File: src/rtl/lsp_pkg.sv
// Shared types and codes for the looping sample player.
package lsp_pkg;

    // Request codes carried in req_type
    localparam logic [2:0] REQ_WRITE = 3'd0;
    localparam logic [2:0] REQ_SEEK  = 3'd1;
    localparam logic [2:0] REQ_PLAY  = 3'd2;
    localparam logic [2:0] REQ_PAUSE = 3'd3;
    localparam logic [2:0] REQ_TICK  = 3'd4;

    // Configuration register indexes
    localparam logic [2:0] CFG_TRACK_LENGTH    = 3'd0;
    localparam logic [2:0] CFG_SOURCE_CHANNELS = 3'd1;
    localparam logic [2:0] CFG_SPEED_RATIO     = 3'd2;
    localparam logic [2:0] CFG_LOOP_ENABLE     = 3'd3;
    localparam logic [2:0] CFG_LOOP_BEGIN      = 3'd4;
    localparam logic [2:0] CFG_LOOP_FINISH     = 3'd5;

    // Speed ratio limits, Q3.16 (0.25 and 4.0)
    localparam logic [18:0] RATIO_LO = 19'd16384;
    localparam logic [18:0] RATIO_HI = 19'd262144;

    // Playhead is a fixed 33-bit position
    localparam int PH_W = 33;

    // Result queue depth
    localparam int QUEUE_DEPTH = 4;
    localparam int QPTR_W      = 2;
    localparam int QCNT_W      = 3;

    // Command word handed from the front to the back
    typedef struct packed {
        logic        valid;
        logic        frame;
        logic        mono;
        logic        playing;
        logic [16:0] whole;
    } lsp_cmd_t;

    // Result word as delivered on the output ports
    typedef struct packed {
        logic signed [15:0] left;
        logic signed [15:0] right;
        logic               frame_valid;
        logic               is_playing;
        logic [16:0]        playhead_whole;
    } lsp_res_t;

endpackage

File: src/rtl/lsp_back.sv
// Back end: frame assembly from store read data and the result queue.
module lsp_back
    import lsp_pkg::*;
#(
    parameter int OUT_CHANNELS = 2
) (
    input  logic     clk,
    input  logic     rst_n,
    input  lsp_cmd_t cmd,
    input  logic [15:0] rd0,
    input  logic [15:0] rd1,
    input  logic     pop,
    output logic     full,
    output logic     empty,
    output lsp_res_t res
);

    lsp_res_t            entry_reg [QUEUE_DEPTH];
    logic [QPTR_W-1:0]   wr_ptr_reg;
    logic [QPTR_W-1:0]   rd_ptr_reg;
    logic [QCNT_W-1:0]   count_reg;
    logic [QCNT_W-1:0]   count_next;
    lsp_res_t            word;
    logic                do_pop;

    // Build the result word; silence when no frame
    always_comb
    begin
        word.frame_valid    = cmd.frame;
        word.is_playing     = cmd.playing;
        word.playhead_whole = cmd.whole;
        word.left           = cmd.frame ? rd0 : 16'd0;
        if (cmd.frame && (OUT_CHANNELS >= 2))
        begin
            word.right = cmd.mono ? rd0 : rd1;
        end
        else
        begin
            word.right = 16'd0;
        end
    end

    assign empty  = count_reg == '0;
    assign do_pop = pop && !empty;
    // Count the word in flight from the front so it always has a slot
    assign full   = (count_reg + QCNT_W'(cmd.valid)) >= QCNT_W'(QUEUE_DEPTH);
    assign res    = entry_reg[rd_ptr_reg];

    always_comb
    begin
        count_next = count_reg + QCNT_W'(cmd.valid) - QCNT_W'(do_pop);
    end

    // Store incoming words
    always_ff @(posedge clk)
    begin
        if (cmd.valid)
        begin
            entry_reg[wr_ptr_reg] <= word;
        end
    end

    // Advance queue pointers
    always_ff @(posedge clk or negedge rst_n)
    begin
        if (!rst_n)
        begin
            wr_ptr_reg <= '0;
            rd_ptr_reg <= '0;
            count_reg  <= '0;
        end
        else
        begin
            if (cmd.valid)
            begin
                wr_ptr_reg <= wr_ptr_reg + QPTR_W'(1);
            end
            if (do_pop)
            begin
                rd_ptr_reg <= rd_ptr_reg + QPTR_W'(1);
            end
            count_reg <= count_next;
        end
    end

    // Queue never overflows
    a_no_overflow: assert property (@(posedge clk) disable iff (!rst_n)
        cmd.valid |-> (count_reg < QCNT_W'(QUEUE_DEPTH)))
        else $error("result queue overflow");

    // Count tracks pushes and pops
    a_count: assert property (@(posedge clk) disable iff (!rst_n)
        (cmd.valid && !do_pop) |=> (count_reg == $past(count_reg) + QCNT_W'(1)))
        else $error("result queue count slip");

endmodule

File: config.mk
export PLATFORM = sky130hd
export DESIGN_NAME = lsp_back
export DESIGN_NICKNAME = d
export VERILOG_FILES = /design/src/rtl/lsp_pkg.sv /design/src/rtl/lsp_back.sv
export SDC_FILE = /design/constraint.sdc
export NUM_CORES = 1
export LEC_CHECK = 0
export ABC_AREA = 1
export BUFFER_PORTS_ARGS = -buffer_cell sky130_fd_sc_hd__buf_2
export CORE_MARGIN = 8
export CORE_UTILIZATION = 35
export CTS_BUF_LIST = sky130_fd_sc_hd__clkbuf_4
export CTS_CLUSTER_DIAMETER = 80
export CTS_CLUSTER_SIZE = 10
export DETAILED_ROUTE_END_ITERATION = 12
export SYNTH_ARGS = -nofsm -noshare
export SYNTH_HDL_FRONTEND = slang
export SYNTH_SLANG_ARGS = --single-unit
File: constraint.sdc
create_clock -name clk -period 2.2 [get_ports clk]
set_input_delay 0.22 -clock clk [delete_from_list [all_inputs] [get_ports clk]]
set_output_delay 0.22 -clock clk [all_outputs]
set_load 0.01 [all_outputs]
# Word level (Yosys, flattened, before mapping)
# Memories as Yosys holds them, arrays and structs flattened.
# Cells that the tools add are included.
# op_classes
add_sub_neg,4
n_lt_le_gt_ge,1
mux,5
reduce_logical,3
# op_table
operator,count
$mux W16,3
$add A2 B1 Y2 const B,2
$add A3 B1 Y3,1
$ge A3 B3 Y1 const B,1
$logic_not A3 Y1,1
$sub A3 B1 Y3,1
$mux W1,2
$logic_and A1 B1 Y1,1
$logic_not A1 Y1,1
# word_totals
reg_bits,7
mem_bits_rw,204
out_inout_bits,53
elab_cells,17
memories,1
# mem_list
memory,depth,width,read_ports,rd_ports_with_merged_regs,write_ports,line_no,text
entry_reg,4,51,1,0,1,lsp_back.sv:18,lsp_res_t entry_reg [QUEUE_DEPTH];

# Longest topological paths before layout
# depth
depth_word,4
ltp_mapped,8
ltp_nobuf,8

# Worst setup path before layout
# No wires, ideal clock.
# synth_timing
kind,register -> register
from,reg wr_ptr_reg[0]
to,mem entry_reg[2][0] in the netlist's numbering (enable)
t_arrival_ns,1.663
required_ns,1.795
setup_slack_ns,0.131
path_stages_with_launch,5
period_less_slack_ns,2.069
cell_sequence,dfrtp_1 > inv_1 > ha_1 > nand2_1 > inv_1
# synth_rtl
item,line_no,text
from (decl),lsp_back.sv:19,logic [QPTR_W-1:0] wr_ptr_reg;
from (signal assigned),lsp_back.sv:76,wr_ptr_reg <= wr_ptr_reg + QPTR_W'(1);
to (decl),lsp_back.sv:18,
# Straight into the memory's write port.

==> impl_metrics.csv <==
group,metric,value,unit
grt,antenna_found_initial,1,
final_layout,fillers,2360,
power_and_ir_drop,power.density,1210,nW/um2
critical_path,critPathMostFrequentCell,"nor2_1",
route,drc,0,
grt,busiest_layer,"met2",
final_layout,drive_gt1_frac,0.217,
grt,grt_pass1_vias,5987,
critical_path,cp_max_fo,9,
cts,clock_sinks,211,
critical_path,startpoint_type,"flop",
outcome,outcome,"finished with violations",
power_and_ir_drop,max-vdd-ir-drop,0.000631,V
grt,grt-ovfl-total,0,
route,drt_pass1_iterations,4,
floorplan,rows,58,
timing,slew_viol_final,0,
route,postRouteAntennaNets,0,
final_layout,fin_nets,1020,
route,wl,21500,um
floorplan,die_h,174,um
logic_synthesis,ys_types,17,
floorplan,start_util,0.352,
floorplan,die-area,30400,um2
grt,grt_use_met1,0.171,
timing,tightest_slew,0.541,ns
timing,fin_ws,-0.00376,ns
logic_synthesis,postSynthCellCount,788,
final_layout,final_area,10800,um2
logic_synthesis,synth_seq_cells,211,
critical_path,critical-path-top-delay-family,"flip-flops",
floorplan,num_io_pins,109,
critical_path,cp.buffers_inverters,3,
floorplan,fp.dieW,174,um
timing,finClkSkew,0.0343,ns
critical_path,required,1.98,ns
timing,setup_viol,2,
critical_path,path_class,"reg -> out",
placed_design,dp.cells,1203,
timing,fin_crit_sh,1.00,
final_layout,final_util,0.434,
placed_design,routabilityCongestion,0.738,
timing,slew_headroom,0.638,
critical_path,critical_path.cell_chain,"buf_12 -> buf_4 -> nor2_1 -> nor2_1 -> o21ai_0 -> nand2_1 -> buf_2",
route,wl_per_cell,16.6,um
cts,htree_levels,1,
power_and_ir_drop,p_leak,0.00450,uW
flow_run,cap_viol_max_count,0,
grt,use_met3,0.0239,
logic_synthesis,synth_warnings,0,
outcome,violations,"negative setup slack",
grt,grt_use_total,0.134,
hold_path,min_path_type,"in -> reg",
route,vias,5931,
logic_synthesis,ys_seq_area_frac,0.719,
cts,path_clk_slew,0.11,ns
grt,grtUsageMet2,0.229,
placed_design,placed_cell_area,9720,um2
logic_synthesis,syn_avg_cell_area,11.1,um2
critical_path,crit_slowest_cell,"dfrtp_4",
cts,clock_insertion_delay_worst_skew,0.64,ns
cts,cts_buffers,25,
critical_path,arrival,1.98,ns
route,via_per_inst,4.57,
timing,finalCriticalPeriod,2.20,ns
grt,grt_pass1_wl,32400,um
grt,grt_max_degree,65,
final_layout,area_delta_synth_final,23.1,%
placed_design,hpwl,12400,um
final_layout,largest_reg_flops,204,
cts,cts_root_buf,"clkbuf_4",
timing,fmax,454,MHz
route,drt_iter0_drc,366,
timing,hold_viol,0,
placed_design,port-buffer-count,108,
critical_path,endpoint_kind,"output pin",
cts,ctsLongestPathBuffers,3,
cts,tritoncts,"yes",
floorplan,fp.coreArea,24900,um2
logic_synthesis,netlist_area,8770,um2
timing,whs,0.0688,ns
final_layout,stdcell_count,1297,
timing,grt_setup_unrepaired,"yes",
critical_path,max_stage_delay,0.50,ns
logic_synthesis,synth_nets,852,
[worst paths after layout]
check                              start          endpoint  slack, ns  depth (start not counted)
max in group asynchronous          rst_n     rd_ptr_reg[0]       1.33                          3
min in group asynchronous          rst_n      count_reg[1]       0.57                          3
hold reg to reg            rd_ptr_reg[1]     rd_ptr_reg[1]       0.52                          2
setup / recovery           rd_ptr_reg[0]           res[23]     -0.004                          7
setup reg to reg            count_reg[0]      count_reg[2]       0.65                          9
hold / removal                   rd1[11]  entry_reg[3][30]       0.07                          3
[Yosys cell counts]
library cell	instances	area share
nand2_1	186	0.080
nor2_1	135	0.058
xor2_1	1	0.0010
dfrtp_1	7	0.020
edfxtp_1	204	0.70
o21ai_0	69	0.039
buf_6	6	0.0077
nand3_1	2	0.0011
inv_1	85	0.036
ha_1	8	0.011
clkbuf_1	14	0.0060
nand3b_1	1	0.00086
buf_1	4	0.0017
o21ai_1	50	0.029
buf_2	14	0.0080
or2_2	1	0.00071
buf_4	1	0.00086
[placed cells by master, fill, tap and decap left out, types with 4 or more instances in the layout]
master and count:
nand2_1 184, edfxtp_1 204, buf_4 10, buf_12 8
o21ai_0 47, o21ai_1 68, buf_16 4, buf_6 4
inv_1 79, inv_2 5, dfrtp_1 6, o21ai_2 4
dlygate4sd3_1 43, ha_1 7, nor2_1 114, clkbuf_4 36
clkbuf_16 4, nor2_2 20, buf_2 106
[repair_timing]
item / in CTS / in global routing
hold buffers: 43 / 0
hold endpoints to repair: 176 / 0
resized for setup: 16 / 51
setup buffers: 7 / 0
gates cloned: 2 / 4
setup endpoints to repair: 52 / 52
pin swaps: 4 / 11
[stage by stage]
stage / total power, uW / TNS [ns] / setup WS (ns)
floorplan: 8560 / 0 / 0.131
global placement: 10400 / 0 / 0.498
detailed placement: 10400 / 0 / 0.484
CTS: 12900 / -1.78 / -0.0770
global route: 14100 / -5.17 / -0.135
finish: 13100 / -0.00607 / -0.00376
[layout make-up]
| class | instances | area, um2 | share of cell area |
|---|---|---|---|
| sequential | 211 | 6300 | 0.584 |
| multi-input combinational | 453 | 2020 | 0.187 |
| timing repair buffer | 180 | 1460 | 0.135 |
| tap | 330 | 413 | 0.0383 |
| inverter | 85 | 323 | 0.0299 |
| clock buffer | 35 | 263 | 0.0243 |
| clock inverter | 2 | 12.5 | 0.00116 |
| antenna | 1 | 2.50 | 0.000232 |
[layer usage]
metal  vias to the layer above  share of wire
li1                       2942              -
met1                      2823           0.44
met2                       132           0.49
met3                        34          0.045
met4                         0          0.020
met5                         -              0
[worst register-to-register path, delay by kind of cell, from the launching register on]
family	cells	cell delay, ns
adders and majority gates	2	0.38
buffers and inverters	2	0.18
DFF	1	0.39
and+or+nand+nor	5	0.55
[where the power goes]
part	switching [uW]	leakage (uW)	internal [uW]
combinational	3500	0.00235	2170
sequential	191	0.00198	5280
clock	1220	0.000170	727
total	4910	0.00450	8180
[cells by family after synthesis]
group | count (synthesis) | share of synthesized area
xor+xnor | 1 | 0.000999
compound gates | 119 | 0.0679
flops | 211 | 0.719
simple gates | 325 | 0.140
buf+inv | 124 | 0.0607
fa+ha+maj | 8 | 0.0114
Note: power is estimated with default switching activity, not from simulation.
