`src/rtl/lsp_pkg.sv`:
```
// Shared types and codes for the looping sample player.
package lsp_pkg;

    // Request codes carried in req_type
    localparam logic [2:0] REQ_WRITE = 3'd0;
    localparam logic [2:0] REQ_SEEK  = 3'd1;
    localparam logic [2:0] REQ_PLAY  = 3'd2;
    localparam logic [2:0] REQ_PAUSE = 3'd3;
    localparam logic [2:0] REQ_TICK  = 3'd4;

    // Configuration register indexes
    localparam logic [2:0] CFG_TRACK_LENGTH    = 3'd0;
    localparam logic [2:0] CFG_SOURCE_CHANNELS = 3'd1;
    localparam logic [2:0] CFG_SPEED_RATIO     = 3'd2;
    localparam logic [2:0] CFG_LOOP_ENABLE     = 3'd3;
    localparam logic [2:0] CFG_LOOP_BEGIN      = 3'd4;
    localparam logic [2:0] CFG_LOOP_FINISH     = 3'd5;

    // Speed ratio limits, Q3.16 (0.25 and 4.0)
    localparam logic [18:0] RATIO_LO = 19'd16384;
    localparam logic [18:0] RATIO_HI = 19'd262144;

    // Playhead is a fixed 33-bit position
    localparam int PH_W = 33;

    // Result queue depth
    localparam int QUEUE_DEPTH = 4;
    localparam int QPTR_W      = 2;
    localparam int QCNT_W      = 3;

    // Command word handed from the front to the back
    typedef struct packed {
        logic        valid;
        logic        frame;
        logic        mono;
        logic        playing;
        logic [16:0] whole;
    } lsp_cmd_t;

    // Result word as delivered on the output ports
    typedef struct packed {
        logic signed [15:0] left;
        logic signed [15:0] right;
        logic               frame_valid;
        logic               is_playing;
        logic [16:0]        playhead_whole;
    } lsp_res_t;

endpackage

```
`src/rtl/lsp_front.sv`:
```
// Front end: configuration, playhead and play state, memory access issue.
module lsp_front
    import lsp_pkg::*;
#(
    parameter int MAX_FRAMES = 65536,
    parameter int FRAC_BITS  = 16,
    parameter int AW         = $clog2(MAX_FRAMES)
) (
    input  logic               clk,
    input  logic               rst_n,
    input  logic               cfg_write,
    input  logic [2:0]         cfg_index,
    input  logic [31:0]        cfg_data,
    input  logic               push,
    input  logic               full,
    input  logic [2:0]         req_type,
    input  logic [15:0]        sample_index,
    input  logic               sample_channel,
    input  logic signed [15:0] sample_value,
    input  logic [31:0]        seek_target,
    output logic               wr_en0,
    output logic               wr_en1,
    output logic [AW-1:0]      wr_addr,
    output logic [15:0]        wr_data,
    output logic [AW-1:0]      rd_addr,
    output lsp_cmd_t           cmd_reg
);

    localparam logic [24:0] MAX_LEN = 25'(MAX_FRAMES);

    logic [16:0]     track_length_reg;
    logic [1:0]      source_channels_reg;
    logic [18:0]     speed_ratio_reg;
    logic            loop_enable_reg;
    logic [31:0]     loop_begin_reg;
    logic [31:0]     loop_finish_reg;
    logic [PH_W-1:0] playhead_reg;
    logic [PH_W-1:0] playhead_next;
    logic            playing_reg;
    logic            playing_next;
    lsp_cmd_t        cmd_next;

    logic            accept;
    logic [24:0]     len;
    logic [18:0]     ratio;
    logic [PH_W-1:0] pos_loop;
    logic [PH_W-1:0] whole_full;
    logic [PH_W-1:0] next_whole;
    logic            in_range;
    logic [PH_W:0]   sum;
    logic [PH_W-1:0] pos_adv;
    logic [41:0]     seek_top;
    logic [PH_W-1:0] seek_pos;
    logic            frame;
    logic            wr_ok;

    assign accept = push && !full;

    // Effective length, ratio and loop-adjusted position
    always_comb
    begin
        len = ({8'd0, track_length_reg} > MAX_LEN) ? MAX_LEN : {8'd0, track_length_reg};
        if (speed_ratio_reg < RATIO_LO)
        begin
            ratio = RATIO_LO;
        end
        else if (speed_ratio_reg > RATIO_HI)
        begin
            ratio = RATIO_HI;
        end
        else
        begin
            ratio = speed_ratio_reg;
        end
        if (loop_enable_reg && (playhead_reg >= {1'b0, loop_finish_reg}))
        begin
            pos_loop = {1'b0, loop_begin_reg};
        end
        else
        begin
            pos_loop = playhead_reg;
        end
        whole_full = pos_loop >> FRAC_BITS;
        in_range   = whole_full < {8'd0, len};
        sum        = {1'b0, pos_loop} + (PH_W + 1)'(ratio);
        pos_adv    = sum[PH_W] ? {PH_W{1'b1}} : sum[PH_W-1:0];
        seek_top   = 42'(len - 25'd1) << FRAC_BITS;
        seek_pos   = ({10'd0, seek_target} > seek_top) ? seek_top[PH_W-1:0]
                                                       : {1'b0, seek_target};
        wr_ok      = {9'd0, sample_index} < MAX_LEN;
    end

    // Decode the request and form next state
    always_comb
    begin
        playhead_next = playhead_reg;
        playing_next  = playing_reg;
        frame         = 1'b0;
        wr_en0        = 1'b0;
        wr_en1        = 1'b0;
        case (req_type)
            REQ_WRITE:
            begin
                wr_en0 = accept && wr_ok && !sample_channel;
                wr_en1 = accept && wr_ok && sample_channel;
            end
            REQ_SEEK:
            begin
                playhead_next = (len == 25'd0) ? {PH_W{1'b0}} : seek_pos;
            end
            REQ_PLAY:
            begin
                if (track_length_reg != 17'd0)
                begin
                    playing_next = 1'b1;
                end
            end
            REQ_PAUSE:
            begin
                playing_next = 1'b0;
            end
            REQ_TICK:
            begin
                if ((track_length_reg != 17'd0) && playing_reg)
                begin
                    if (in_range)
                    begin
                        frame         = 1'b1;
                        playhead_next = pos_adv;
                    end
                    else
                    begin
                        playing_next  = 1'b0;
                        playhead_next = pos_loop;
                    end
                end
            end
            default:
            begin
                playhead_next = playhead_reg;
            end
        endcase
        next_whole       = playhead_next >> FRAC_BITS;
        cmd_next.valid   = accept;
        cmd_next.frame   = frame;
        cmd_next.mono    = source_channels_reg <= 2'd1;
        cmd_next.playing = playing_next;
        cmd_next.whole   = next_whole[16:0];
    end

    assign wr_addr = AW'(sample_index);
    assign wr_data = sample_value;
    assign rd_addr = whole_full[AW-1:0];

    // Hold configuration registers
    always_ff @(posedge clk or negedge rst_n)
    begin
        if (!rst_n)
        begin
            track_length_reg    <= 17'd0;
            source_channels_reg <= 2'd2;
            speed_ratio_reg     <= 19'd65536;
            loop_enable_reg     <= 1'b0;
            loop_begin_reg      <= 32'd0;
            loop_finish_reg     <= 32'd0;
        end
        else if (cfg_write)
        begin
            case (cfg_index)
                CFG_TRACK_LENGTH:    track_length_reg    <= cfg_data[16:0];
                CFG_SOURCE_CHANNELS: source_channels_reg <= cfg_data[1:0];
                CFG_SPEED_RATIO:     speed_ratio_reg     <= cfg_data[18:0];
                CFG_LOOP_ENABLE:     loop_enable_reg     <= cfg_data[0];
                CFG_LOOP_BEGIN:      loop_begin_reg      <= cfg_data;
                CFG_LOOP_FINISH:     loop_finish_reg     <= cfg_data;
                default:             loop_enable_reg     <= loop_enable_reg;
            endcase
        end
    end

    // Advance playhead and play state on each accepted word
    always_ff @(posedge clk or negedge rst_n)
    begin
        if (!rst_n)
        begin
            playhead_reg <= {PH_W{1'b0}};
            playing_reg  <= 1'b0;
            cmd_reg      <= '0;
        end
        else
        begin
            if (accept)
            begin
                playhead_reg <= playhead_next;
                playing_reg  <= playing_next;
            end
            cmd_reg <= cmd_next;
        end
    end

    // Only one sample store is written per word
    a_one_write: assert property (@(posedge clk) disable iff (!rst_n)
        $onehot0({wr_en0, wr_en1}))
        else $error("both channel stores written at once");

    // A frame is only issued while playing
    a_frame_playing: assert property (@(posedge clk) disable iff (!rst_n)
        (cmd_reg.valid && cmd_reg.frame) |-> cmd_reg.playing)
        else $error("frame issued while stopped");

    // A tick while stopped leaves the playhead alone
    a_stopped_tick: assert property (@(posedge clk) disable iff (!rst_n)
        (accept && (req_type == REQ_TICK) && !playing_reg) |=> $stable(playhead_reg))
        else $error("playhead moved on a stopped tick");

endmodule

```
`config.mk`:
```
export PLATFORM = sky130hd
export DESIGN_NAME = lsp_front
export DESIGN_NICKNAME = d
export VERILOG_FILES = /design/src/rtl/lsp_pkg.sv /design/src/rtl/lsp_front.sv
export SDC_FILE = /design/constraint.sdc
export NUM_CORES = 1
export LEC_CHECK = 0
export ABC_AREA = 1
export BUFFER_PORTS_ARGS = -buffer_cell sky130_fd_sc_hd__buf_2
export CAP_MARGIN = 30
export CORE_ASPECT_RATIO = 1.4
export CORE_MARGIN = 2
export CORE_UTILIZATION = 40
export CTS_BUF_LIST = sky130_fd_sc_hd__clkbuf_4 sky130_fd_sc_hd__clkbuf_8 sky130_fd_sc_hd__clkbuf_16
export DETAILED_ROUTE_END_ITERATION = 8
export HOLD_SLACK_MARGIN = 0.06
export SYNTH_ARGS = -nofsm -noshare
export SYNTH_HDL_FRONTEND = slang
export SYNTH_SLANG_ARGS = --single-unit
```
`constraint.sdc`:
```
create_clock -name clk -period 5.4 [get_ports clk]
set_clock_uncertainty 0.05 [all_clocks]
set_input_delay 0.54 -clock clk [delete_from_list [all_inputs] [get_ports clk]]
set_output_delay 0.54 -clock clk [all_outputs]
set_load 0.02 [all_outputs]
```
**Word-level counts from Yosys, hierarchy flattened**

Cells that the tools add are included.

- Word-level logic and storage cells: 71
- Input bits: 108
- Bits in registers: 158

- Eq/ne operators: 10
- Reduce and logical (&&, ||, !) cells: 19
- $lt $le $gt $ge: 7
- Add/sub/neg operators: 2
- Multiplexer cells: 19

Operators with widths:

| cell | number |
|---|---|
| $mux W33 | 6 |
| $pmux W33 S2 | 1 |
| $gt A32 B42 Y1 | 1 |
| $mux W19 | 2 |
| $add A33 B19 Y34 | 1 |
| $ge A33 B32 Y1 | 1 |
| $logic_not A25 Y1 | 1 |
| $gt A19 B19 Y1 const B | 1 |
| $lt A19 B15 Y1 const B | 1 |
| $sub A17 B1 Y18 const B | 1 |
| $gt A17 B17 Y1 const B | 1 |
| $lt A17 B17 Y1 | 1 |
| $mux W17 | 1 |
| $reduce_bool A17 Y1 | 1 |
| $eq A3 B2 Y1 const B | 4 |
| $reduce_and A2 Y1 | 6 |
| $eq A3 B3 Y1 const B | 3 |
| $mux W1 | 8 |
| $eq A3 B1 Y1 const B | 2 |
| $logic_not A3 Y1 | 2 |
| $logic_and A1 B1 Y1 | 5 |
| $pmux W1 S3 | 1 |
| $reduce_and A3 Y1 | 1 |
| $le A2 B1 Y1 const B | 1 |
| 3 further kinds | 4 |

**Longest topological paths before layout**

Gate-level depths: netlist of run 1.

- Depth after elaboration: 8
- Depth in mapped cells: 37

**Least setup slack after synthesis of run 1**

Ideal clock, no wire load.

- Path kind: reg2reg
- Start: register playhead_reg[28]
- End: register playhead_reg[27]
- Required time: 5.233 ns
- Clock period less this slack: 4.335 ns
- Path slack: 1.065 ns
- Arrival: 4.168 ns
- Library setup time: 0.117 ns
- Cell stages (with the launch flop): 30
- Path through: dfrtp_1 ha_1 nand2_1 inv_1 nand2_1 nand2_1 a21oi_1 nand2_1 nor2_2 nand2_4 nand2_4 buf_6 inv_2 buf_2 o21ai_0 ha_1 a21oi_1 o21a_1 o221ai_1 a21oi_1 inv_1 a21oi_2 buf_6 nand3_1 o21ai_1 nand3_1 nand2_1 nand2_1 nand2_1 nand2_1

- Word-level cells in the longest chain between the ends: 8
- Elaborated cells between the ends (all ways): 9
- Those cells by class: add/sub: 1; order compare: 2; mux: 5; reduce/logical: 1

RTL lines:

| what | line | RTL |
|---|---|---|
| from (decl) | lsp_front.sv:37 | `logic [PH_W-1:0] playhead_reg;` |
| from (signal assigned) | lsp_front.sv:186 | `playhead_reg <= {PH_W{1'b0}};` |
| from (signal assigned) | lsp_front.sv:194 | `playhead_reg <= playhead_next;` |
| $ge A33 B32 Y1 (*) | lsp_front.sv:75 | `if (loop_enable_reg && (playhead_reg >= {1'b0, loop_finish_reg}))` |
| $logic_and A1 B1 Y1 (*) | lsp_front.sv:75 |  |
| $mux W33 (*) | lsp_front.sv:75 |  |
| named net rd_addr[2] | lsp_front.sv:25 | `output logic [AW-1:0] rd_addr,` |
| $add A33 B19 Y34 | lsp_front.sv:85 | `sum = {1'b0, pos_loop} + (PH_W + 1)'(ratio);` |
| $mux W33 | lsp_front.sv:86 | `pos_adv = sum[PH_W] ? {PH_W{1'b1}} : sum[PH_W-1:0];` |
| $mux W33 (*) | lsp_front.sv:126 | `if (in_range)` |
| $mux W33 (*) | lsp_front.sv:124 | `if ((track_length_reg != 17'd0) && playing_reg)` |
| $pmux W33 S2 (*) | lsp_front.sv:101 | `case (req_type)` |

The timed path passes the listed nets; every way through them passes the cells marked *. The select of a mux whose other input is x is not followed.
A chain may end at the register's enable or synchronous reset.

==> results of run 1 <==
[cells in the final DEF (no fill, tap or decap), types with 14 or more instances in the layout]
master	instances
a21oi_1	73
buf_2	113
buf_4	40
clkbuf_16	17
dfrtp_1	155
ha_1	84
inv_1	186
nand2_1	537
nand2_2	14
nand3_1	102
nand4_1	29
nor2_1	89
o21ai_0	157
xor2_1	14
[timing repair]
action,in CTS,in global routing
hold buffers,1,0
endpoints found under the hold margin,51,0
buffers inserted,0,0
resized for setup,0,0
[synthesized netlist by cell type (all sizes together) (8+ instances only)]
cell type / n / area [µm²]
a21oi: 77 / 407.9
buf: 53 / 401.6
clkbuf: 30 / 112.6
dfrtp: 155 / 3879
ha: 84 / 1051
inv: 190 / 715.7
nand2: 554 / 2132
nand3: 107 / 568.1
nand3b: 10 / 75.07
nand4: 30 / 193.9
nor2: 101 / 419.2
nor3: 8 / 45.04
nor4: 9 / 56.30
o21ai: 168 / 848.3
xnor2: 12 / 105.1
xor2: 14 / 122.6
[cell type report]
cell class | count | area share
Multi-Input combinational cell | 1202 | 0.4834
Clock inverter | 14 | 0.01333
Tap cell | 375 | 0.03624
Clock buffer | 18 | 0.03392
Inverter | 192 | 0.05585
Timing Repair Buffer | 159 | 0.07363
Sequential cell | 157 | 0.3036
[cell families (layout without fill, tap and decap cells)]
| group | after synthesis | in the layout | share of synthesized area |
|---|---|---|---|
| DFF | 157 | 157 | 0.3441 |
| AOI/OAI and AO/OA | 267 | 267 | 0.1255 |
| buffers and inverters | 275 | 383 | 0.1083 |
| adders and majority gates | 85 | 85 | 0.09376 |
| and+or+nand+nor | 824 | 824 | 0.3083 |
| xor gates and xnor gates | 26 | 26 | 0.01993 |
[metal layers]
metal / track usage / routed length (µm)
met1: 0.3145 / 15750
met2: 0.4869 / 20050
met3: 0.03237 / 1641
met4: 0.1800 / 2822
met5: 0 / 0
[worst max-delay path, delay by kind of cell, from the launching register on]
family,cells,cell delay [ns]
fa+ha+maj,2,0.66
simple gates,17,2.05
buf+inv,5,0.88
flops,1,0.47
compound gates,4,0.75
[per-stage QoR]
stage / hold slack [ns] / setup slack, ns / power, W / cells
2_1_floorplan: 0.1944 / 1.065 / 0.003640 / 1634
3_3_place_gp: 0.3745 / 0.5260 / 0.004537 / 2082
3_5_place_dp: 0.3721 / 0.4829 / 0.004572 / 2084
4_1_cts: 0.2955 / 0.4624 / 0.005867 / 2117
5_1_grt: 0.3126 / 0.04395 / 0.006300 / 2117
6_report: 0.3061 / 0.4079 / 0.005861 / 2117
[power by group]
part | switching [W] | total (W) | internal (W)
clock | 0.000565 | 0.00128 | 0.000713
combinational | 0.00190 | 0.00290 | 0.000995
sequential | 0.000252 | 0.00169 | 0.00144
total | 0.00272 | 0.00586 | 0.00314
[worst min-delay path by stage]
stage	start	endpoint	slack [ns]	depth (start not counted)
floorplan	rst_n	cmd_reg[0]	0.19	0
global placement	source_channels_reg[1]	cmd_reg[18]	0.37	1
detailed placement	source_channels_reg[1]	cmd_reg[18]	0.37	1
CTS	cfg_data[21]	loop_finish_reg[21]	0.30	3
global route	cfg_data[21]	loop_finish_reg[21]	0.31	3
finish	cfg_data[21]	loop_finish_reg[21]	0.31	3
==> results.md, run 1 <==
- Status: finished clean
- Fin. max-slew vios: 0
- First-pass GRT wire length: 62.04 mm
- Area of the multi-input gates: 6260 µm²
- Cells after Synth: 1634
- Vias per cell: 5.250
- Initial Util: 0.4048
- Row count: 73
- CP startpoint kind: flip-flop
- Crit path kind: reg -> reg
- Library cells used by synthesis: 51
- Diodes inserted: 0
- Maxcap violations: 0
- Critical path's most frequent cell: nand2_1
- Bufs on Longest Clock Path: 2
- Unrepaired setup endpoints after global routing: false
- Final Util: 0.4588
- Seq cells post-synth: 157
- CP max FO: 39
- Final hold vios: 0
- Fillers: 2948
- Critical Path Sink: playhead_reg[17]
- Port-buffer cells: 114
- Final Net Count: 1922
- Setup TNS Final: 0 ns
- Largest register FFs: 33
- CP required: 5.68 ns
- Hold Path Class: in -> reg
- Clk sinks: 157
- Slew headroom: 0.3980
- Reg2Reg Capture Point: playhead_reg[17]
- Reg area: 3931 µm²
- PD cells: 452.7 nW/µm²
- Core footprint: 28220 µm²
- Least-Margin Pin Slew: 0.9008 ns
- Worst r2r src: playhead_reg[27]
- Final wirelength: 40.27 mm
- Root Buffer Master: clkbuf_16
- Count of final setup violators: 0
- H-tree depth: 4
- Netlist Area Pre-Place: 11420 µm²
- Clk slew on worst S/H paths: 0.07 ns
- GP Congestion: 0.9803
- Die Ht: 204.0 µm
- Crit path from: playhead_reg[27]
- DR pass1 iterations: 5
- Die area: 29950 µm²
- Syn_nets: 1827
- Worst r2r path cells: 28
- # DRC: 0
- Area grow syn2layout: 13.35%
- Synth warnings: 0
- Min cycle time layout: 4.992 ns
- Post-route cell area: 12950 µm²
- WL per Instance: 19.02 µm
- Gr ovfl total: 0
- Via count: 11120
- Post-route ant nets: 0
- Boundary Pins: 179
- CP peak stage delay: 0.47 ns
- Leakage: 6.909 nW
- Peak VDD IR: 261.9 µV
- Synth Area per Inst: 6.991 µm²
- Seq/Total Area, Yosys: 0.3441
- Share of cells above drive strength 1: 0.1378
- CP max stage cell: dfrtp_1
- Pin count of the biggest net entering global routing: 65
- CTS tree: built
- Crit end category: flip-flop
- FF-to-FF setup slack: 0.41 ns
- GRT Overall Usage: 0.2758
- Number of global-route vias before repair: 10860
- Max Clock Freq: 200.3 MHz
- Die X: 146.8 µm
- DP Area: 12330 µm²
- CTS buffer count: 17
- Crit path arrival time: 5.27 ns
- Antenna violations before repair: 0
- Main flop type after synthesis: dfrtp_1
- Worst-Skew Late Latency: 0.45 ns
- DPL Wire Length: 32.15 mm
- Final worst path period share: 0.9245
- Post-synth ARST share: 1.000
- DR iter-0 viols: 757
- EDFF count, synth: 0
(Power assumes the default switching activity.)
==> inputs of run 2 (changes only) <==
==> constraint.sdc (replaced) <==
create_clock -name clk -period 4.1 [get_ports clk]
set_clock_uncertainty 0.05 [all_clocks]
set_input_delay 0.41 -clock clk [delete_from_list [all_inputs] [get_ports clk]]
set_output_delay 0.41 -clock clk [all_outputs]
set_load 0.02 [all_outputs]
==> results.md, run 2 (synthesis results as in run 1) <==
- Status: finished, violations left
- Failing checks: setup timing
- Antenna violations before repair: 0
- Die area: 29950 µm²
- Final Non-Filler Cells: 2329
- Root Buffer Master: clkbuf_16
- Crit end category: flip-flop
- Min cycle time layout: 4.115 ns
- Crit path kind: reg -> reg
- CP startpoint kind: flip-flop
- # DRC: 0
- Bufs on Longest Clock Path: 2
- Hold Path Class: in -> reg
- Final worst path period share: 1.004
- Final Net Count: 2134
- Count of final setup violators: 1
- Peak VDD IR: 390.4 µV
- H-tree depth: 4
- Least-Margin Pin Slew: 0.9879 ns
- PD cells: 604.7 nW/µm²
- Clk slew on worst S/H paths: 0.07 ns
- Share of cells above drive strength 1: 0.3501
- Boundary Pins: 179
- FF-to-FF setup slack: -0.02 ns
- Worst r2r src: playhead_reg[16]
- Clk sinks: 157
- Largest register FFs: 33
- Sequential Power Share: 0.223
- CP max stage cell: dfrtp_1
- Unrepaired setup endpoints after global routing: true
- Hold path depth: 3
- CP max FO: 9
- Via count: 12230
- DR pass1 iterations: 5
- Clock power share: 0.165
- Maxcap violations: 0
- Slew headroom: 0.3398
- DR iter-0 viols: 862
- Row count: 73
- Number of global-route vias before repair: 12000
- Setup TNS Final: -0.01543 ns
- Startpoint of the worst hold path: cfg_data[26]
- GRT Overall Usage: 0.3021
- Switching power total: 0.004426 W
- Core footprint: 28220 µm²
- Vias per cell: 5.252
- Area grow syn2layout: 40.85%
- Final wirelength: 45.98 mm
- Commonest cells after routing, fill and taps aside: 454 x nand2_1, 221 x buf_4, 175 x inv_1, 152 x dfrtp_1, 132 x o21ai_0
- CTS tree: built
- Die Ht: 204.0 µm
- Combinational Power Share: 0.612
- Post-route setup slack: -0.01543 ns
- Worst r2r path cells: 31
- First-pass GRT wire length: 67.67 mm
- Critical path's most frequent cell: nand2_2
- WL per Instance: 19.74 µm
- Die X: 146.8 µm
- Worst-Skew Late Latency: 0.46 ns
- Max Clock Freq: 243.0 MHz
- Post-route ant nets: 0
- DPL Wire Length: 34.99 mm
- Final hold vios: 0
- Commonest non-fill, non-tap cell in the layout: nand2_1
- Port-buffer cells: 114
- Diodes inserted: 0
- Dpl cells: 2250
- CP required: 4.44 ns
- Sw Share: 0.4549
- Hold EP: loop_finish_reg[26]
- Cell internal pwr: 0.005304 W
- CP peak stage delay: 0.42 ns
- Fin. max-slew vios: 0
- Crit path arrival time: 4.46 ns
- Pin count of the biggest net entering global routing: 97
- Gr ovfl total: 0
- CTS buffer count: 17
- Leakage: 8.226 nW
- Reg2Reg Capture Point: playhead_reg[30]
- Final hold slack: 0.1667 ns
- GP Congestion: 1.013
- Initial Util: 0.4048
## run 2: cell count changes in the layout (fill, tap and decap cells not counted), moves of 21 or more
| cell | change |
|---|---|
| nand3_1 | -22 |
| a21oi_2 | +21 |
| nor2_1 | -22 |
| ha_1 | -34 |
| a21oi_1 | -26 |
| buf_4 | +181 |
| o21ai_0 | -25 |
| nand2_2 | +61 |
| nand2_1 | -83 |
| ha_4 | +31 |
## run 2: how the worst max path moves through the flow
stage	startpoint	end	slack, ns	cells after the start
2_1_floorplan	playhead_reg[28]	playhead_reg[27]	0.01	29
3_3_place_gp	playhead_reg[16]	playhead_reg[30]	-0.47	29
3_5_place_dp	playhead_reg[16]	playhead_reg[30]	-0.44	29
4_1_cts	playhead_reg[27]	playhead_reg[30]	0.0006	32
5_1_grt	playhead_reg[6]	playhead_reg[30]	-0.20	31
6_report	playhead_reg[16]	playhead_reg[30]	-0.02	31
## run 2: power groups by stage
stage,Clock [W],Sequential [W],Combinational [W]
global placement,0,0.00216,0.00463
finish,0.00161,0.00217,0.00596
floorplan,0,0.00219,0.00261
detailed placement,0,0.00217,0.00467
global route,0.00169,0.00220,0.00645
CTS,0.00163,0.00214,0.00503
## run 2: final cells by class
type,count,area [µm²]
inverter,192,749.5
fill,2694,12130
timing repair buffer,371,2815
clock buffer,20,460.4
multi-input combinational,1202,7542
clock inverter,12,118.9
sequential,157,3935
tap,375,469.2
## run 2: critical path, delay by kind of cell, from the launching register on
| kind | cells | cell delay, ns |
|---|---|---|
| simple gates | 20 | 1.82 |
| buf+inv | 5 | 0.67 |
| flops | 1 | 0.42 |
| compound gates | 4 | 0.58 |
| fa+ha+maj | 2 | 0.49 |
## run 2: routing by layer
layer	vias up	part of all wire	GRT usage
li1	5899	-	-
met1	5824	0.38	0.3291
met2	381	0.51	0.5495
met3	127	0.041	0.04174
met4	0	0.067	0.1914
met5	-	0	0
## run 2: per-stage QoR
step	setup slack [ns]	power (W)	utilization	instance area [µm²]
after floorplan	0.01324	0.004795	-	11420
after global placement	-0.4661	0.006796	0.4815	13590
after detailed placement	-0.4370	0.006841	0.4834	13640
after CTS	0.0005582	0.008803	0.5194	14660
after global routing	-0.1997	0.01034	0.5701	16090
final	-0.01543	0.009730	0.5701	16090
## run 2: timing repair
action                     in CTS  in global routing
gates cloned                    1                  6
hold buffers                    1                  0
hold endpoints to repair       25                  0
resized for setup              71                266
setup endpoints to repair      51                 51
pin swaps                       8                 80
buffers inserted                9                 31
==> inputs of run 3 (changes only) <==
--- a/config.mk
+++ b/config.mk
@@ -10,10 +10,11 @@
 export CAP_MARGIN = 30
 export CORE_ASPECT_RATIO = 1.4
 export CORE_MARGIN = 2
-export CORE_UTILIZATION = 40
+export CORE_UTILIZATION = 53
 export CTS_BUF_LIST = sky130_fd_sc_hd__clkbuf_4 sky130_fd_sc_hd__clkbuf_8 sky130_fd_sc_hd__clkbuf_16
 export DETAILED_ROUTE_END_ITERATION = 8
 export HOLD_SLACK_MARGIN = 0.06
+export PLACE_DENSITY = 0.78
 export SYNTH_ARGS = -nofsm -noshare
 export SYNTH_HDL_FRONTEND = slang
 export SYNTH_SLANG_ARGS = --single-unit
==> results.md, run 3 (synthesis results as in run 1) <==
- CP startpoint kind: flip-flop
- Hold path depth: 3
- Final hold slack: 0.1777 ns
- CTS tree: built
- Worst r2r path cells: 29
- Number of global-route vias before repair: 12030
- # DRC: 0
- Post-route setup slack: -0.1563 ns
- Maxcap violations: 0
- Initial Util: 0.5387
- Bufs on Longest Clock Path: 2
- Fin. max-slew vios: 0
- Via count: 12860
- WL per Instance: 21.08 µm
- First-pass GRT wire length: 64.40 mm
- Hold EP: loop_begin_reg[22]
- DPL Wire Length: 33.25 mm
- Boundary Pins: 179
- Startpoint of the worst hold path: cfg_data[22]
- CP max stage cell: dfrtp_2
- Crit path arrival time: 4.59 ns
- CTS buffer count: 17
- Antenna violations before repair: 1
- Clk sinks: 157
- Unrepaired setup endpoints after global routing: true
- Commonest cells after routing, fill and taps aside: 448 x nand2_1, 188 x buf_4, 175 x inv_1, 153 x dfrtp_1, 132 x o21ai_0
- Area grow syn2layout: 38.08%
- GP Congestion: 1.063
- Min cycle time layout: 4.256 ns
- Clk slew on worst S/H paths: 0.07 ns
- CP peak stage delay: 0.46 ns
- Die X: 128.1 µm
- Count of final setup violators: 35
- Vias per cell: 5.901
- Die Ht: 177.7 µm
- Critical path's most frequent cell: nand2_4
- Worst-Skew Late Latency: 0.46 ns
- Root Buffer Master: clkbuf_16
- Hold Path Class: in -> reg
- Peak VDD IR: 413.3 µV
- Failing checks: setup timing
- Post-route ant nets: 0
- Met1 WL: 15.70 mm
- DR pass1 iterations: 6
- Leakage: 8.148 nW
- Reg2Reg Capture Point: playhead_reg[11]
- Wire length on met2: 22.27 mm
- Final wirelength: 45.92 mm
- H-tree depth: 4
- Row count: 63
- Crit path kind: reg -> reg
- Commonest non-fill, non-tap cell in the layout: nand2_1
- Final Util: 0.7439
- Die area: 22760 µm²
- Share of cells above drive strength 1: 0.3436
- Gr ovfl total: 0
- Status: finished, violations left
- CP required: 4.43 ns
- Port-buffer cells: 114
- Pin count of the biggest net entering global routing: 91
- DR iter-0 viols: 1222
- GRT Overall Usage: 0.3779
- Max Clock Freq: 234.9 MHz
- Least-Margin Pin Slew: 0.9419 ns
- Worst r2r src: playhead_reg[27]
- Final Net Count: 2098
- Met3 WL: 3.199 mm
- Fillers: 1577
- CP max FO: 7
- Final hold vios: 0
- Largest register FFs: 33
- Final worst path period share: 1.038
- Topmost layer with routed signal wires: met4
- FF-to-FF setup slack: -0.16 ns
- Crit end category: flip-flop
- PD cells: 629.9 nW/µm²
- Slew headroom: 0.3705
- Core footprint: 21200 µm²
[run 3: final cells by class]
class / instances / area [µm²] / area share
Inverter: 192 / 748.2 / 0.04743
Sequential cell: 157 / 3934 / 0.2494
Antenna cell: 1 / 2.502 / 0.0001586
Timing Repair inverter: 2 / 13.76 / 0.0008725
Multi-Input combinational cell: 1202 / 7696 / 0.4879
Tap cell: 260 / 325.3 / 0.02062
Timing Repair Buffer: 333 / 2454 / 0.1555
Clock buffer: 18 / 439.2 / 0.02784
Clock inverter: 14 / 161.4 / 0.01023
[run 3: power by group]
part	switching, W	internal [W]	total (W)
registers	0.000308	0.00189	0.00220
clock network	0.000791	0.000837	0.00163
logic	0.00357	0.00254	0.00611
total	0.00467	0.00527	0.00994
[run 3: timing repair]
item	CTS	global route
setup buffers	2	22
resized for setup	55	322
hold buffers	1	0
hold endpoints to repair	81	0
cloned	0	6
setup endpoints to repair	47	53
pin swaps	7	108
[run 3: critical path, delay by kind of cell (launching register included)]
kind	cells	cell delay, ns
simple gates	16	1.51
flops	1	0.46
compound gates	5	0.81
buf+inv	6	0.78
fa+ha+maj	2	0.55
[run 3: metal layers]
layer / track usage / vias up
met5: 0 / -
met4: 0.3237 / 0
met3: 0.05276 / 282
met2: 0.6473 / 722
met1: 0.4080 / 6021
li1: - / 5834
[run 3: worst max-delay path by stage]
stage / from / endpoint / slack [ns] / depth (start not counted)
after floorplan: playhead_reg[28] / playhead_reg[27] / 0.01 / 29
final: playhead_reg[27] / playhead_reg[11] / -0.16 / 29
after global placement: playhead_reg[8] / cmd_reg[10] / -0.21 / 29
after CTS: playhead_reg[27] / cmd_reg[7] / -0.004 / 27
after global routing: loop_finish_reg[20] / playhead_reg[17] / -0.32 / 29
after detailed placement: playhead_reg[8] / playhead_reg[30] / -0.27 / 30
[run 3: stage by stage]
stage / instance area, µm² / TNS (ns) / power [W] / setup WS [ns] / std cells
after detailed placement: 13320 / -5.832 / 0.006755 / -0.2723 / 2117
after CTS: 14200 / -0.006792 / 0.008550 / -0.004397 / 2152
after global routing: 15770 / -12.02 / 0.01043 / -0.3229 / 2178
after floorplan: 11420 / 0 / 0.004795 / 0.01324 / 1634
final: 15770 / -2.128 / 0.009935 / -0.1563 / 2179
after global placement: 13260 / -4.013 / 0.006661 / -0.2135 / 2114
